`config.mk`:
```
export PLATFORM = sky130hd
export DESIGN_NAME = ubx_frame_receiver_top
export DESIGN_NICKNAME = d
export VERILOG_FILES = /design/src/rtl/ubx_pkg.sv /design/src/rtl/ubx_parse.sv /design/src/rtl/ubx_out_buf.sv /design/src/rtl/ubx_frame_receiver_top.sv
export VERILOG_INCLUDE_DIRS = /design/src /design/src/rtl
export SDC_FILE = /design/constraint.sdc
export NUM_CORES = 1
export LEC_CHECK = 0
export BUFFER_PORTS_ARGS = -buffer_cell sky130_fd_sc_hd__buf_2
export CAP_MARGIN = 10
export CORE_ASPECT_RATIO = 0.5
export CORE_MARGIN = 2
export CORE_UTILIZATION = 50
export DETAILED_ROUTE_END_ITERATION = 16
export HOLD_SLACK_MARGIN = 0.06
export PLACE_DENSITY = 0.71
export SYNTH_ARGS = -nofsm -noshare
export SYNTH_HDL_FRONTEND = slang
export SYNTH_SLANG_ARGS = --single-unit
```
`constraint.sdc`:
```
create_clock -name aclk -period 4.3 [get_ports aclk]
set_clock_uncertainty 0.2 [all_clocks]
set_input_delay 0.43 -clock aclk [delete_from_list [all_inputs] [get_ports aclk]]
set_output_delay 0.43 -clock aclk [all_outputs]
set_load 0.03 [all_outputs]
```
`src/rtl/assert_macros.svh`:
```
// Assertion macros used by the RTL
`ifndef ASSERT_MACROS_SVH
`define ASSERT_MACROS_SVH
`ifndef SYNTHESIS
`define ASSERT_IMPLIES(lbl, clk, rstn, ante, cons) \
    lbl: assert property (@(posedge clk) disable iff (!rstn) (ante) |-> (cons)) \
        else $error("assertion failed");
`define ASSERT_NEXT(lbl, clk, rstn, ante, cons) \
    lbl: assert property (@(posedge clk) disable iff (!rstn) (ante) |=> (cons)) \
        else $error("assertion failed");
`else
`define ASSERT_IMPLIES(lbl, clk, rstn, ante, cons)
`define ASSERT_NEXT(lbl, clk, rstn, ante, cons)
`endif
`endif

```
`src/rtl/ubx_pkg.sv`:
```
// Types and constants of the UBX frame receiver
package ubx_pkg;

    localparam logic [7:0] SYNC_FIRST      = 8'hB5;
    localparam logic [7:0] SYNC_SECOND     = 8'h62;
    localparam logic [8:0] PAYLOAD_CEILING = 9'd256;

    localparam logic KIND_PAYLOAD = 1'b0;
    localparam logic KIND_END     = 1'b1;

    localparam logic [1:0] STATUS_OK      = 2'd0;
    localparam logic [1:0] STATUS_CHECKSUM = 2'd1;
    localparam logic [1:0] STATUS_LENGTH  = 2'd2;

    typedef struct packed {
        logic        item_kind;
        logic [7:0]  payload_byte;
        logic [7:0]  byte_index;
        logic [7:0]  frame_class;
        logic [7:0]  frame_id;
        logic [15:0] frame_length;
        logic [1:0]  frame_status;
        logic        last_of_frame;
    } result_t;

endpackage

```
`src/rtl/ubx_parse.sv`:
```
// Frame parser: sync hunt, header capture, Fletcher sums, result decode
module ubx_parse
    import ubx_pkg::*;
(
    input  logic        aclk,
    input  logic        aresetn,
    input  logic        step,
    input  logic [7:0]  rx_byte,
    input  logic        cfg_wr_en,
    input  logic [8:0]  cfg_wr_data,
    output logic        res_valid,
    output result_t     res
);

    typedef enum logic [3:0] {
        PH_HUNT    = 4'd0,
        PH_SYNC2   = 4'd1,
        PH_CLASS   = 4'd2,
        PH_ID      = 4'd3,
        PH_LEN_LO  = 4'd4,
        PH_LEN_HI  = 4'd5,
        PH_PAYLOAD = 4'd6,
        PH_CK_A    = 4'd7,
        PH_CK_B    = 4'd8
    } phase_t;

    phase_t      phase_reg, phase_next;
    logic [7:0]  sum_a_reg, sum_a_next;
    logic [7:0]  sum_b_reg, sum_b_next;
    logic [7:0]  class_reg, class_next;
    logic [7:0]  id_reg, id_next;
    logic [15:0] length_reg, length_next;
    logic [8:0]  count_reg, count_next;
    logic [7:0]  check_a_reg, check_a_next;
    logic [8:0]  max_len_reg;

    logic [7:0]  add_a;
    logic [7:0]  add_b;
    logic [15:0] len_full;
    logic [8:0]  limit;
    logic [8:0]  count_inc;

    assign add_a     = sum_a_reg + rx_byte;
    assign add_b     = sum_b_reg + add_a;
    assign len_full  = {rx_byte, length_reg[7:0]};
    assign limit     = (max_len_reg > PAYLOAD_CEILING) ? PAYLOAD_CEILING : max_len_reg;
    assign count_inc = count_reg + 9'd1;

    always_comb begin
        phase_next   = phase_reg;
        sum_a_next   = sum_a_reg;
        sum_b_next   = sum_b_reg;
        class_next   = class_reg;
        id_next      = id_reg;
        length_next  = length_reg;
        count_next   = count_reg;
        check_a_next = check_a_reg;
        res_valid    = 1'b0;
        res.item_kind     = KIND_PAYLOAD;
        res.payload_byte  = 8'd0;
        res.byte_index    = 8'd0;
        res.frame_class   = class_reg;
        res.frame_id      = id_reg;
        res.frame_length  = length_reg;
        res.frame_status  = STATUS_OK;
        res.last_of_frame = 1'b0;
        unique case (phase_reg)
            PH_SYNC2: begin
                if (rx_byte == SYNC_SECOND) begin
                    sum_a_next = 8'd0;
                    sum_b_next = 8'd0;
                    phase_next = PH_CLASS;
                end else begin
                    phase_next = PH_HUNT;
                end
            end
            PH_CLASS: begin
                class_next = rx_byte;
                sum_a_next = add_a;
                sum_b_next = add_b;
                phase_next = PH_ID;
            end
            PH_ID: begin
                id_next    = rx_byte;
                sum_a_next = add_a;
                sum_b_next = add_b;
                phase_next = PH_LEN_LO;
            end
            PH_LEN_LO: begin
                length_next = {8'd0, rx_byte};
                sum_a_next  = add_a;
                sum_b_next  = add_b;
                phase_next  = PH_LEN_HI;
            end
            PH_LEN_HI: begin
                length_next = len_full;
                sum_a_next  = add_a;
                sum_b_next  = add_b;
                count_next  = 9'd0;
                if (len_full > {7'd0, limit}) begin
                    res_valid         = 1'b1;
                    res.item_kind     = KIND_END;
                    res.frame_length  = len_full;
                    res.frame_status  = STATUS_LENGTH;
                    res.last_of_frame = 1'b1;
                    phase_next        = PH_HUNT;
                end else if (len_full == 16'd0) begin
                    phase_next = PH_CK_A;
                end else begin
                    phase_next = PH_PAYLOAD;
                end
            end
            PH_PAYLOAD: begin
                sum_a_next       = add_a;
                sum_b_next       = add_b;
                res_valid        = 1'b1;
                res.payload_byte = rx_byte;
                res.byte_index   = count_reg[7:0];
                count_next       = count_inc;
                if ({7'd0, count_inc} >= length_reg) begin
                    phase_next = PH_CK_A;
                end
            end
            PH_CK_A: begin
                check_a_next = rx_byte;
                phase_next   = PH_CK_B;
            end
            PH_CK_B: begin
                res_valid         = 1'b1;
                res.item_kind     = KIND_END;
                res.last_of_frame = 1'b1;
                res.frame_status  = (check_a_reg == sum_a_reg && rx_byte == sum_b_reg)
                                    ? STATUS_OK : STATUS_CHECKSUM;
                phase_next        = PH_HUNT;
            end
            default: begin
                phase_next = (rx_byte == SYNC_FIRST) ? PH_SYNC2 : PH_HUNT;
            end
        endcase
    end

    always_ff @(posedge aclk) begin
        if (!aresetn) begin
            phase_reg   <= PH_HUNT;
            sum_a_reg   <= 8'd0;
            sum_b_reg   <= 8'd0;
            class_reg   <= 8'd0;
            id_reg      <= 8'd0;
            length_reg  <= 16'd0;
            count_reg   <= 9'd0;
            check_a_reg <= 8'd0;
            max_len_reg <= PAYLOAD_CEILING;
        end else begin
            if (step) begin
                phase_reg   <= phase_next;
                sum_a_reg   <= sum_a_next;
                sum_b_reg   <= sum_b_next;
                class_reg   <= class_next;
                id_reg      <= id_next;
                length_reg  <= length_next;
                count_reg   <= count_next;
                check_a_reg <= check_a_next;
            end
            if (cfg_wr_en) begin
                max_len_reg <= cfg_wr_data;
            end
        end
    end

endmodule

```
`src/rtl/ubx_out_buf.sv`:
```
// Two-entry result buffer: output register plus skid register
module ubx_out_buf
    import ubx_pkg::*;
(
    input  logic    aclk,
    input  logic    aresetn,
    input  logic    push,
    input  result_t push_data,
    output logic    in_ready,
    output logic    out_valid,
    input  logic    out_ready,
    output result_t out_data
);

`include "assert_macros.svh"

    logic    out_valid_reg, out_valid_next;
    logic    skid_valid_reg, skid_valid_next;
    result_t out_data_reg, out_data_next;
    result_t skid_data_reg, skid_data_next;
    logic    take;

    assign take      = out_valid_reg && out_ready;
    assign in_ready  = !skid_valid_reg;
    assign out_valid = out_valid_reg;
    assign out_data  = out_data_reg;

    always_comb begin
        out_valid_next  = out_valid_reg;
        skid_valid_next = skid_valid_reg;
        out_data_next   = out_data_reg;
        skid_data_next  = skid_data_reg;
        if (!out_valid_reg || take) begin
            if (skid_valid_reg) begin
                out_valid_next  = 1'b1;
                out_data_next   = skid_data_reg;
                skid_valid_next = 1'b0;
            end else if (push) begin
                out_valid_next = 1'b1;
                out_data_next  = push_data;
            end else begin
                out_valid_next = 1'b0;
            end
        end else if (push) begin
            skid_valid_next = 1'b1;
            skid_data_next  = push_data;
        end
    end

    always_ff @(posedge aclk) begin
        if (!aresetn) begin
            out_valid_reg  <= 1'b0;
            skid_valid_reg <= 1'b0;
        end else begin
            out_valid_reg  <= out_valid_next;
            skid_valid_reg <= skid_valid_next;
        end
        out_data_reg  <= out_data_next;
        skid_data_reg <= skid_data_next;
    end

    `ASSERT_IMPLIES(a_skid_behind_out, aclk, aresetn, skid_valid_reg, out_valid_reg)
    `ASSERT_IMPLIES(a_no_push_when_full, aclk, aresetn, skid_valid_reg, !push)
    `ASSERT_NEXT(a_stall_fills_skid, aclk, aresetn, push && out_valid_reg && !out_ready, skid_valid_reg)
    `ASSERT_NEXT(a_skid_drains, aclk, aresetn, skid_valid_reg && out_ready, out_valid_reg && !skid_valid_reg)

endmodule

```
`src/rtl/ubx_frame_receiver_top.sv`:
```
// Top level of the UBX frame receiver
//
//  channel  | signals                  | beat
//  ---------+--------------------------+---------------------------------
//  input    | s_valid/s_ready/s_rx_byte| one received byte
//  result   | m_valid/m_ready/m_*      | payload byte or frame end
//  config   | cfg_wr_en/cfg_wr_data    | max payload length, no handshake
//
// One byte per cycle while s_ready is high; each result is registered in the output buffer.
// Parser state advances once per accepted byte; a two-entry output buffer
// keeps s_ready high until both entries are held by a stalled sink.
// Synchronous active-low reset; no clearing pass, ready right after reset.
module ubx_frame_receiver_top
    import ubx_pkg::*;
(
    input  logic        aclk,
    input  logic        aresetn,
    input  logic        s_valid,
    output logic        s_ready,
    input  logic [7:0]  s_rx_byte,
    output logic        m_valid,
    input  logic        m_ready,
    output logic        m_item_kind,
    output logic [7:0]  m_payload_byte,
    output logic [7:0]  m_byte_index,
    output logic [7:0]  m_frame_class,
    output logic [7:0]  m_frame_id,
    output logic [15:0] m_frame_length,
    output logic [1:0]  m_frame_status,
    output logic        m_last_of_frame,
    input  logic        cfg_wr_en,
    input  logic [8:0]  cfg_wr_data
);

    logic    step;
    logic    res_valid;
    result_t res;
    result_t out_data;

    assign step = s_valid && s_ready;

    ubx_parse u_parse (
        .aclk        (aclk),
        .aresetn     (aresetn),
        .step        (step),
        .rx_byte     (s_rx_byte),
        .cfg_wr_en   (cfg_wr_en),
        .cfg_wr_data (cfg_wr_data),
        .res_valid   (res_valid),
        .res         (res)
    );

    ubx_out_buf u_out_buf (
        .aclk      (aclk),
        .aresetn   (aresetn),
        .push      (step && res_valid),
        .push_data (res),
        .in_ready  (s_ready),
        .out_valid (m_valid),
        .out_ready (m_ready),
        .out_data  (out_data)
    );

    assign m_item_kind     = out_data.item_kind;
    assign m_payload_byte  = out_data.payload_byte;
    assign m_byte_index    = out_data.byte_index;
    assign m_frame_class   = out_data.frame_class;
    assign m_frame_id      = out_data.frame_id;
    assign m_frame_length  = out_data.frame_length;
    assign m_frame_status  = out_data.frame_status;
    assign m_last_of_frame = out_data.last_of_frame;

endmodule

```
==> metrics.csv, run 1 <==
stage;metric;value;unit
synthesis;yosysTopAreaCellShare;35.9;%
synthesis;yosysUniqueCellTypes;54;
grt;grt_max_degree;52;
grt;grt_first_pass_wirelength;30200;um
power_and_ir_drop;leakagePower;3.58;nW
routing;vias;5822;
worst_setup_path;slowest_delay;0.73;ns
synthesis;synth.net_count;811;
power_and_ir_drop;powerDensity;365;nW/um2
power_and_ir_drop;combPwrFrac;5.7;%
timing;timing.fmax;299;MHz
worst_setup_path;critPathArrivalTime;3.27;ns
cts;root_buffer;clkbuf_16;
die;die_h;96.3;um
timing;tns;0;ns
routing;dr.pass1.iters;5;
cts;cts.clk_slew.worst_paths;0.07;ns
cts;postCtsSetupBuffers;0;
power_and_ir_drop;p_seq_share;51.9;%
finish;synthToLayoutAreaGrowth;14.3;%
finish;design_area;9740;um2
placement;io_buffer_count;75;
power_and_ir_drop;switchingPower;0.000871;W
synthesis;yosys.area_share.simple;14.5;%
routing;vias_per_cell;5.47;
hold_path;hold_end;u_parse.max_len_reg[1];
die;coreArea;16500;um2
synthesis;syn_area;8520;um2
synthesis;synth.area.top_cells;edfxtp_1 36%, dfxtp_1 19%, mux2_2 6.3%, ha_1 4.8%, a21boi_0 3.8%;
job;cap_violations;0;
worst_setup_path;cp_cell_sequence;clkinv_1 > nand2_1 > ha_1 > nor2b_1 > o211ai_1 > a21oi_1 > o211a_1 > or3_4 > a21oi_1 > nor2_4 > buf_4;
timing;relSlewSlack;37.6;%
power_and_ir_drop;internal-power;0.00269;W
worst_setup_path;worstPathRequired;4.22;ns
placement;pre_cts_slack;0.654;ns
timing;post-route-period-util;77.9;%
placement;dpl_cell_area;9110;um2
placement;gp_congestion;0.893;
worst_setup_path;critical-path-slowest-cell;nor2_4;
finish;finalNetCount;881;
routing;wl;18700;um
synthesis;async_flop_share;0;%
placement;dp_hpwl;12700;um
synthesis;synth-main-ff-cell;edfxtp_1;
worst_setup_path;path_delay_family;simple AND/OR/NAND/NOR gates;
worst_setup_path;path_class;reg -> reg;
cts;numClockSinks;182;
grt;first_global_vias;5812;
finish;fill_cells;1422;
timing;finalCriticalPeriod;3.35;ns
worst_setup_path;crit_fanout;31;
synthesis;ys_ff_latch;182;
timing;holdWs;0.0685;ns
synthesis;yosysWarnings;0;
worst_setup_path;worst-r2r-setup-slack;0.95;ns
status;outcome;completed;
timing;rsz0062_at_grt;no;
worst_setup_path;r2r_cells;11;
die;die_area;18200;um2
finish;multi_input_area;3600;um2
cts;cts_max_level;4;
routing;wl_per_cell;17.5;um
cts;cts_made_buffers;17;
routing;drc;0;
worst_setup_path;worstSetupStartpointType;flip-flop;
worst_setup_path;r2r-start;u_parse.max_len_reg[8];
grt;gr-total-overflow;0;
die;pin_count;76;
worst_setup_path;rr_endpoint;u_out_buf.out_data[26];
synthesis;synth_seq_area_share;54.7;%
grt;antenna_found_initial;1;
grt;grt_usage;21.8;%
timing;finalHoldViolations;0;
timing;setup_ws;0.950;ns
cts;cts_tree;done;
finish;drive_above_1_share;21.1;%
routing;initialDrtViolationCount;416;
power_and_ir_drop;clkPwrFrac;42.4;%
power_and_ir_drop;swShare;24.5;%
die;core.rowCount;33;
timing;finalMaxSlewViolations;0;
worst_setup_path;cp_num_buf_inv;2;
synthesis;synth_edf_count;102;
synthesis;synth_top_family_by_area;simple AND/OR/NAND/NOR gates;
die;initial_core_util;51.6;%
die;die_w;189;um
synthesis;muxShareOfSynthArea;8.34;%
finish;seq_area;4660;um2
synthesis;synthAdderAreaFrac;5.32;%
power_and_ir_drop;vdd_ir_drop_max;251;uV
synthesis;syn_inst;754;
routing;final_antenna_net_count;0;
synthesis;synth-compound-area-share;10.2;%
timing;finalSetupViolations;0;
hold_path;hold_start;cfg_wr_data[1];
hold_path;holdPathStages;3;
synthesis;syn_avg_cell_area;11.3;um2
synthesis;synth_xor_area_share;3.80;%
timing;worst_pin_slew;0.935;ns
hold_path;hold_path.class;in -> reg;
synthesis;yosys.area.top_type;edfxtp_1;
worst_setup_path;path_common_cell;a21oi_1;
cts;cts.path.max_buffers;2;
worst_setup_path;cp-end-kind;flip-flop;
cts;clk_latency;0.44;ns
[worst max path at each step]
stage,cells past startpoint,slack [ns],start,end
after global routing,11,0.63,u_parse.max_len_reg[8],u_out_buf.out_data[31]
final,11,0.95,u_parse.max_len_reg[8],u_out_buf.out_data[26]
after CTS,11,0.89,u_parse.max_len_reg[8],u_out_buf.out_data[26]
after floorplan,9,0.63,u_parse.phase_reg[0],u_out_buf.out_data[0]
after global placement,15,0.73,s_rx_byte[0],u_parse.sum_b_reg[7]
after detailed placement,15,0.65,s_rx_byte[0],u_parse.sum_b_reg[7]
[cells by family (layout without fill, tap and decap cells)]
logic type | Yosys count | in the layout
compound gates | 130 | 130
other cells | 0 | 1
xor+xnor | 37 | 37
fa+ha+maj | 35 | 35
simple gates | 241 | 241
mux | 65 | 65
flops | 182 | 182
buf+inv | 64 | 147
[metrics by stage]
stage	power, W	utilization, %	cells
after floorplan	0.00203	-	754
after global placement	0.00208	55.1	1026
after detailed placement	0.00208	55.1	1026
after CTS	0.00359	59.0	1064
after global routing	0.00367	59.0	1064
final	0.00356	59.0	1065
[power by group through the flow]
stage	clock network, W	registers, W	logic [W]
final	0.00151	0.00185	0.000204
after global routing	0.00160	0.00185	0.000227
after CTS	0.00154	0.00185	0.000204
after detailed placement	0	0.00189	0.000199
after global placement	0	0.00188	0.000195
after floorplan	0	0.00189	0.000141
[cells in the mapped netlist (all sizes together) (19+ instances only)]
cell,n
a21oi,19
edfxtp,102
xnor2,22
and3,23
ha,33
nand3,41
nor2b,38
o21ai,35
dfxtp,80
nand2,79
a21boi,43
mux2,48
nor2,19
clkbuf,36
[metal layers]
| metal | GRT usage, % | vias to the layer above | wire length [um] |
|---|---|---|---|
| met3 | 4.63 | 34 | 986 |
| met2 | 34.5 | 161 | 8150 |
| met1 | 29.8 | 2767 | 9180 |
| met5 | 0 | - | 0 |
| li1 | - | 2860 | - |
| met4 | 8.66 | 0 | 346 |
[area by class of cell]
type / count / area share [%]
antenna: 1 / 0.0257
clock buffer: 18 / 4.41
clock inverter: 14 / 1.46
inverter: 19 / 0.732
multi-input combinational: 508 / 37.0
sequential: 182 / 47.9
tap: 227 / 2.92
timing repair buffer: 96 / 5.63
[layout by cell type (no fill, tap or decap), types with 3 or more instances in the layout]
cell type,netlist,final
edfxtp_1,102,102
dfxtp_1,80,80
nand2_1,79,79
buf_2,2,75
mux2_2,48,48
a21boi_0,43,43
nand3_1,41,41
nor2b_1,38,38
o21ai_0,34,34
ha_1,33,33
and3_1,23,22
xnor2_1,22,22
a21oi_1,19,19
inv_1,18,18
nor2_1,19,18
mux2i_1,17,17
clkbuf_16,0,17
xor2_1,15,15
buf_4,2,15
nor3_1,8,8
a22oi_1,6,6
nand2b_1,6,6
dlygate4sd3_1,0,6
nand4_1,5,5
nor4_1,5,5
clkinv_4,0,5
nor3b_1,4,4
and2_1,4,4
o211ai_1,4,4
inv_8,0,4
a211oi_1,3,3
a21o_1,3,3
a32o_1,3,3
[worst reg2reg max path: stages, from the launching register on]
cell and delay [ns]:
dfxtp_1 0.31, clkinv_1 0.14, nand2_1 0.09, ha_1 0.29, nor2b_1 0.13, o211ai_1 0.10, a21oi_1 0.17, o211a_1 0.21
or3_4 0.14, a21oi_1 0.10, nor2_4 0.73, buf_4 0.42
[timing repair]
| action | 4_1_cts | 5_1_grt |
|---|---|---|
| hold buffers | 6 | 0 |
| endpoints found under the hold margin | 6 | 0 |
| gates resized for setup | 0 | 0 |
Note: power is estimated with default switching activity, not from simulation.
==> inputs of run 2 (changes only) <==
Settings changed: ABC_AREA set to 1, PLACE_DENSITY 0.71 to 0.72.
Clock period 4.3 ns to 3 ns, I/O delays scaled along.
==> metrics.csv, run 2 <==
stage;metric;value;unit;change
routing;final_antenna_net_count;0;;unchanged
job;cap_violations;0;;unchanged
worst_setup_path;cp_cell_sequence;nor4_2 > a21o_2 > nand2_1 > ha_1 > a21oi_1 > nor2_1 > nor2_1 > nand2_1 > nand2_1 > nand2_2 > nand3_4 > nand2_2 > nand2_4 > a21oi_4 > buf_4 > buf_16;;
synthesis;yosys.area.top_type;edfxtp_1;;
finish;finalNetCount;1070;;+21%
timing;finalHoldViolations;0;;unchanged
finish;final_cell_mix;213 x nand2_1, 102 x edfxtp_1, 87 x a21oi_1, 82 x inv_1, 78 x dfxtp_1;;
synthesis;yosysUniqueCellTypes;46;;-15%
cts;numClockSinks;182;;unchanged
finish;synthToLayoutAreaGrowth;19.9;%;
synthesis;synth.net_count;968;;+19%
cts;cts.clk_slew.worst_paths;0.07;ns;about the same
placement;gp_congestion;0.890;;-0.32%
synthesis;synth_seq_area_share;55.6;%;+0.84 points
synthesis;syn_area;8390;um2;-1.5%
worst_setup_path;cp-end-kind;flip-flop;;
finish;fill_cells;1332;;-6.3%
synthesis;syn_avg_cell_area;9.21;um2;-18%
worst_setup_path;worstSetupStartpointType;flip-flop;;
timing;finalCriticalPeriod;3.04;ns;-0.313 ns
synthesis;syn_inst;911;;+21%
cts;cts.path.max_buffers;2;;unchanged
synthesis;async_flop_share;0;%;unchanged
routing;wl;20400;um;+9.6%
power_and_ir_drop;leakagePower;4.16;nW;+16%
finish;final_common_cell;nand2_1;;
timing;setup_ws;-0.0367;ns;-0.987 ns
finish;fin_util;61.4;%;+2.4 points
timing;tns;-0.928;ns;-0.928 ns
timing;finalSetupViolations;51;;+51
finish;antennaDiodeCount;0;;-1
timing;relSlewSlack;49.9;%;+12 points
synthesis;ys_ff_latch;182;;unchanged
synthesis;synth_edf_count;102;;unchanged
hold_path;hold_path.class;in -> reg;;
power_and_ir_drop;internal-power;0.00413;W;+54%
grt;grt_max_degree;75;;+44%
worst_setup_path;crit_fanout;12;;-61%
cts;cts_made_buffers;17;;unchanged
power_and_ir_drop;combPwrFrac;11.5;%;+5.8 points
timing;post-route-period-util;101;%;+23 points
cts;cts_max_level;4;;unchanged
routing;vias;6634;;+14%
die;pin_count;76;;unchanged
die;core.rowCount;33;;unchanged
routing;initialDrtViolationCount;527;;+27%
die;die_h;95.6;um;-0.73%
power_and_ir_drop;switchingPower;0.00152;W;+75%
synthesis;yosysTopAreaCellShare;36.5;%;+0.55 points
routing;dr.pass1.iters;5;;unchanged
timing;finalMaxSlewViolations;0;;unchanged
routing;drc;0;;unchanged
power_and_ir_drop;swShare;26.9;%;+2.4 points
worst_setup_path;path_delay_family;simple AND/OR/NAND/NOR gates;;
synthesis;yosysMostFrequentCell;nand2_1;;
worst_setup_path;critPathArrivalTime;2.99;ns;-0.28 ns
finish;layoutNonFillerInstCount;1253;;+18%
timing;worst_pin_slew;0.744;ns;-0.191 ns
grt;first_global_vias;6226;;+7.1%
worst_setup_path;path_class;reg -> reg;;
status;violations;negative setup slack;;
routing;vias_per_cell;5.29;;-3.1%
timing;rsz0062_at_grt;yes;;
cts;root_buffer;clkbuf_16;;
cts;cts_tree;done;;
worst_setup_path;cp_num_buf_inv;2;;unchanged
grt;antenna_found_initial;0;;-1
die;die_area;17900;um2;-1.5%
placement;dp_hpwl;14000;um;+10%
die;coreArea;16400;um2;-0.75%
power_and_ir_drop;p_seq_share;48.2;%;-3.7 points
routing;wl_per_cell;16.3;um;-6.9%
worst_setup_path;slowest_delay;0.34;ns;-0.39 ns
placement;io_buffer_count;75;;unchanged
grt;grt_usage;23.3;%;+1.5 points
synthesis;synthTopCellsByCount;222 x nand2_1, 102 x edfxtp_1, 90 x a21oi_1, 82 x inv_1, 80 x dfxtp_1;;
power_and_ir_drop;clkPwrFrac;40.3;%;-2.1 points
die;initial_core_util;51.2;%;-0.40 points
worst_setup_path;critical-path-slowest-cell;dfxtp_2;;
synthesis;synth.area.top_cells;edfxtp_1 36%, dfxtp_1 19%, nand2_1 9.9%, a21oi_1 5.4%, ha_1 4.9%;;
power_and_ir_drop;powerDensity;562;nW/um2;+54%
cts;clk_latency;0.43;ns;about the same
synthesis;yosysWarnings;0;;unchanged
die;die_w;187;um;-0.74%
placement;place_inst;1201;;+17%
grt;gr-total-overflow;0;;unchanged
worst_setup_path;worstPathRequired;2.95;ns;-1.27 ns
finish;drive_above_1_share;18.6;%;-2.5 points
grt;grt_first_pass_wirelength;32100;um;+6.4%
synthesis;synth-main-ff-cell;edfxtp_1;;
worst_setup_path;path_common_cell;nand2_1;;
status;outcome;complete, but fails checks;;
power_and_ir_drop;vdd_ir_drop_max;406;uV;+62%
timing;timing.fmax;329;MHz;+10%
[run 2: cell families (layout without fill, tap and decap cells)]
kind of cell	count (synthesis)	in the layout	share of synthesized area, %
simple gates	357	357	18.2
compound gates	185	185	12.0
flops	182	182	55.6
buf+inv	124	239	5.89
fa+ha+maj	35	35	5.40
xor+xnor	28	28	2.92
[run 2: timing repair]
item | in CTS | in global routing
hold endpoints to repair | 10 | 0
pin swaps | 3 | 9
hold buffers | 12 | 0
endpoints found under the setup margin | 51 | 119
gates resized for setup | 3 | 25
gates cloned | 1 | 1
buffers inserted | 2 | 4
[run 2: metrics by stage]
step,cell area [um2],setup WS (ns),hold WS (ns),total power [W]
after floorplan,8410,-0.305,0.208,0.00319
after global placement,9110,0.0491,0.211,0.00335
after detailed placement,9110,0.0124,0.213,0.00336
after CTS,9910,-0.00141,0.0692,0.00563
after global routing,10100,-0.228,0.105,0.00586
final,10100,-0.0367,0.0694,0.00566
[run 2: metal layers]
metal  GRT usage (%)  part of all wire, %  vias up
li1                -                    -     3271
met3            4.49                  7.4       41
met4            7.87                  2.1        0
met2            38.9                   45      271
met5               0                    0        -
met1            31.1                   45     3051
[run 2: layout make-up]
cell class | instances | area, um2 | share of cell area, %
Inverter | 92 | 345 | 3.43
Clock inverter | 14 | 186 | 1.85
Sequential cell | 182 | 4670 | 46.4
Clock buffer | 18 | 429 | 4.26
Timing Repair Buffer | 115 | 796 | 7.91
Multi-Input combinational cell | 605 | 3360 | 33.4
Tap cell | 227 | 284 | 2.82
[run 2: power groups by stage]
stage | Sequential (W) | Combinational, W | Clock [W]
after floorplan | 0.00279 | 0.000401 | 0
after global placement | 0.00278 | 0.000566 | 0
after detailed placement | 0.00278 | 0.000581 | 0
after CTS | 0.00273 | 0.000605 | 0.00230
after global routing | 0.00274 | 0.000716 | 0.00240
final | 0.00273 | 0.000650 | 0.00228
[run 2: worst register-to-register path, cell delays in order, from the launching register on]
cell and delay, ns:
dfxtp_2 0.34, nor4_2 0.25, a21o_2 0.27, nand2_1 0.08, ha_1 0.29, a21oi_1 0.10
nor2_1 0.14, nor2_1 0.07, nand2_1 0.07, nand2_1 0.07, nand2_2 0.09, nand3_4 0.09
nand2_2 0.10, nand2_4 0.07, a21oi_4 0.21, buf_4 0.18, buf_16 0.14
[run 2: worst paths after layout]
check | to | slack, ns | startpoint | depth (start not counted)
setup / recovery | u_out_buf.out_data[34] | -0.04 | u_parse.max_len_reg[3] | 16
hold / removal | u_parse.max_len_reg[1] | 0.07 | cfg_wr_en | 3
setup reg to reg | u_out_buf.out_data[34] | -0.04 | u_parse.max_len_reg[3] | 16
hold reg to reg | u_out_buf.skid_data_reg[26] | 0.23 | u_parse.id_reg[7] | 0
==> inputs of run 3 (changes only) <==
--- a/config.mk
+++ b/config.mk
@@ -7,5 +7,4 @@
 export NUM_CORES = 1
 export LEC_CHECK = 0
-export ABC_AREA = 1
 export BUFFER_PORTS_ARGS = -buffer_cell sky130_fd_sc_hd__buf_2
 export CAP_MARGIN = 10
@@ -15,5 +14,6 @@
 export DETAILED_ROUTE_END_ITERATION = 16
 export HOLD_SLACK_MARGIN = 0.06
-export PLACE_DENSITY = 0.72
+export PLACE_DENSITY = 0.71
+export SLEW_MARGIN = 25
 export SYNTH_ARGS = -nofsm -noshare
 export SYNTH_HDL_FRONTEND = slang
==> constraint.sdc (replaced) <==
create_clock -name aclk -period 3 [get_ports aclk]
set_clock_uncertainty 0.2 [all_clocks]
set_input_delay 0.3 -clock aclk [delete_from_list [all_inputs] [get_ports aclk]]
set_output_delay 0.3 -clock aclk [all_outputs]
set_load 0.01 [all_outputs]
==> metrics.csv, run 3 (synthesized netlist as in run 1, its figures left out) <==
stage;metric;value;unit;change
hold_path;hold_path.class;in -> reg;;
finish;synthToLayoutAreaGrowth;18.7;%;
timing;rsz0062_at_grt;yes;;
worst_setup_path;path_delay_family;adder cells;;
power_and_ir_drop;powerDensity;507;nW/um2;-9.9%
status;violations;negative setup slack;;
die;pin_count;76;;unchanged
timing;timing.fmax;328;MHz;-0.48%
cts;root_buffer;clkbuf_16;;
finish;fill_cells;1367;;+2.6%
worst_setup_path;path_class;reg -> reg;;
routing;wl;18900;um;-7.7%
worst_setup_path;cp_num_buf_inv;0;;-2
placement;dpl_cell_area;9390;um2;+3.0%
timing;finalHoldViolations;0;;unchanged
placement;gp_congestion;0.851;;-4.4%
timing;post-route-period-util;102;%;+0.49 points
finish;design_area;10100;um2;+0.47%
timing;setup_ws;-0.0514;ns;-0.0147 ns
worst_setup_path;critPathArrivalTime;3.21;ns;+0.22 ns
power_and_ir_drop;leakagePower;3.77;nW;-9.3%
routing;drc;0;;unchanged
grt;gr-total-overflow;0;;unchanged
routing;wl_per_cell;17.1;um;+4.7%
grt;grt_max_degree;52;;-31%
timing;worst_pin_slew;0.701;ns;-0.0430 ns
grt;first_global_vias;5894;;-5.3%
placement;io_buffer_count;75;;unchanged
grt;antenna_found_initial;0;;unchanged
cts;cts.clk_slew.worst_paths;0.07;ns;about the same
finish;finalNetCount;921;;-14%
die;coreArea;16500;um2;+0.76%
power_and_ir_drop;vdd_ir_drop_max;475;uV;+17%
worst_setup_path;crit_fanout;3;;-9
worst_setup_path;worstPathRequired;3.16;ns;+0.21 ns
timing;finalCriticalPeriod;3.05;ns;+0.0147 ns
die;die_h;96.3;um;+0.73%
grt;grt_usage;21.2;%;-2.1 points
routing;vias_per_cell;5.48;;+3.5%
job;cap_violations;0;;unchanged
cts;clk_latency;0.42;ns;about the same
finish;final_common_cell;edfxtp_1;;
cts;cts_made_buffers;17;;unchanged
die;die_area;18200;um2;+1.5%
finish;drive_above_1_share;25.4;%;+6.8 points
finish;antennaDiodeCount;0;;unchanged
grt;grt_first_pass_wirelength;30000;um;-6.7%
cts;cts_tree;done;;
worst_setup_path;critical-path-slowest-cell;fa_2;;
finish;fin_util;61.2;%;-0.17 points
routing;final_antenna_net_count;0;;unchanged
cts;cts.path.max_buffers;2;;unchanged
routing;initialDrtViolationCount;364;;-31%
worst_setup_path;slowest_delay;0.55;ns;+0.21 ns
worst_setup_path;cp-end-kind;flip-flop;;
worst_setup_path;r2r-start;u_parse.sum_a_reg[0];;
cts;cts_max_level;4;;unchanged
worst_setup_path;worst-r2r-setup-slack;-0.05;ns;about the same
timing;relSlewSlack;53.2;%;+3.2 points
worst_setup_path;cp_cell_sequence;ha_4 > fa_2 > ha_1 > a21o_1 > a211oi_1 > nor2_1 > o41a_1 > xnor2_1 > mux2_2 > a21boi_2;;
die;core.rowCount;33;;unchanged
status;outcome;complete, but fails checks;;
routing;vias;6051;;-8.8%
worst_setup_path;startpoint;u_parse.sum_a_reg[0];;
hold_path;hold_start;cfg_wr_en;;
finish;final_cell_mix;102 x edfxtp_1, 79 x nand2_1, 78 x dfxtp_1, 75 x buf_2;;
cts;numClockSinks;182;;unchanged
die;die_w;189;um;+0.75%
timing;finalSetupViolations;1;;-98%
die;initial_core_util;51.6;%;+0.40 points
placement;dp_hpwl;12600;um;-9.6%
worst_setup_path;worstSetupStartpointType;flip-flop;;
timing;holdWs;0.0753;ns;+0.00591 ns
timing;finalMaxSlewViolations;0;;unchanged
routing;dr.pass1.iters;5;;unchanged
-- run 3: cell count changes in the layout (fill, tap and decap cells not counted), sizes merged, moves of 14 or more --
cell	before	now
inv	96	27
o21ai	71	35
mux2	0	48
buf	102	124
nand2	227	79
nor2b	0	38
mux2i	0	17
nor2	76	19
a21boi	1	43
a21oi	92	19
nand3	27	41
and3	0	24
-- run 3: path summary, 6_finish.rpt --
path / depth (start not counted) / to
setup / recovery: 10 / u_parse.sum_b_reg[7]
hold / removal: 3 / u_parse.max_len_reg[8]
setup reg to reg: 10 / u_parse.sum_b_reg[7]
hold reg to reg: 0 / u_out_buf.skid_data_reg[25]
-- run 3: layout make-up --
type | instances | area, um2 | area share [%]
Sequential cell | 182 | 4670 | 46.2
Clock inverter | 14 | 131 | 1.30
Inverter | 19 | 72.6 | 0.718
Tap cell | 227 | 284 | 2.81
Clock buffer | 18 | 429 | 4.24
Timing Repair Buffer | 135 | 866 | 8.56
Multi-Input combinational cell | 509 | 3660 | 36.2
-- run 3: power by group --
group,switching [W],leakage (nW),total (W),internal [W]
logic,0.000187,1.99,0.000339,0.000152
clock network,0.00104,0.275,0.00214,0.00110
registers,0.0000177,1.51,0.00265,0.00263
-- run 3: what timing repair did --
item                                    CTS  global route
gates resized for setup                   5             7
pin swaps                                 5             2
hold endpoints to repair                 11             0
hold buffers                             11             0
buffers inserted                          1             0
cloned                                    0             1
endpoints found under the setup margin    1            54
-- run 3: metal layers --
layer	wire [um]	part of all wire (%)	global-route usage, %	vias up
li1	-	-	-	2939
met1	9200	49	28.8	2936
met2	8460	45	35.3	157
met3	1010	5.4	3.86	19
met4	185	0.98	6.25	0
met5	0	0	0	-
-- run 3: worst register-to-register path, stage by stage, from the launching register on --
cell	delay, ns
dfxtp_2	0.34
ha_4	0.16
fa_2	0.55
ha_1	0.23
a21o_1	0.19
a211oi_1	0.24
nor2_1	0.10
o41a_1	0.34
xnor2_1	0.17
mux2_2	0.36
a21boi_2	0.11
-- run 3: through the flow --
step | setup TNS (ns) | instances | setup WS, ns | power (W)
2_1_floorplan | -0.0544 | 754 | -0.00107 | 0.00290
3_3_place_gp | -0.181 | 1059 | -0.175 | 0.00301
3_5_place_dp | -1.33 | 1059 | -0.245 | 0.00302
4_1_cts | -0.0780 | 1103 | -0.0780 | 0.00515
5_1_grt | -0.177 | 1104 | -0.177 | 0.00528
6_report | -0.0514 | 1104 | -0.0514 | 0.00512
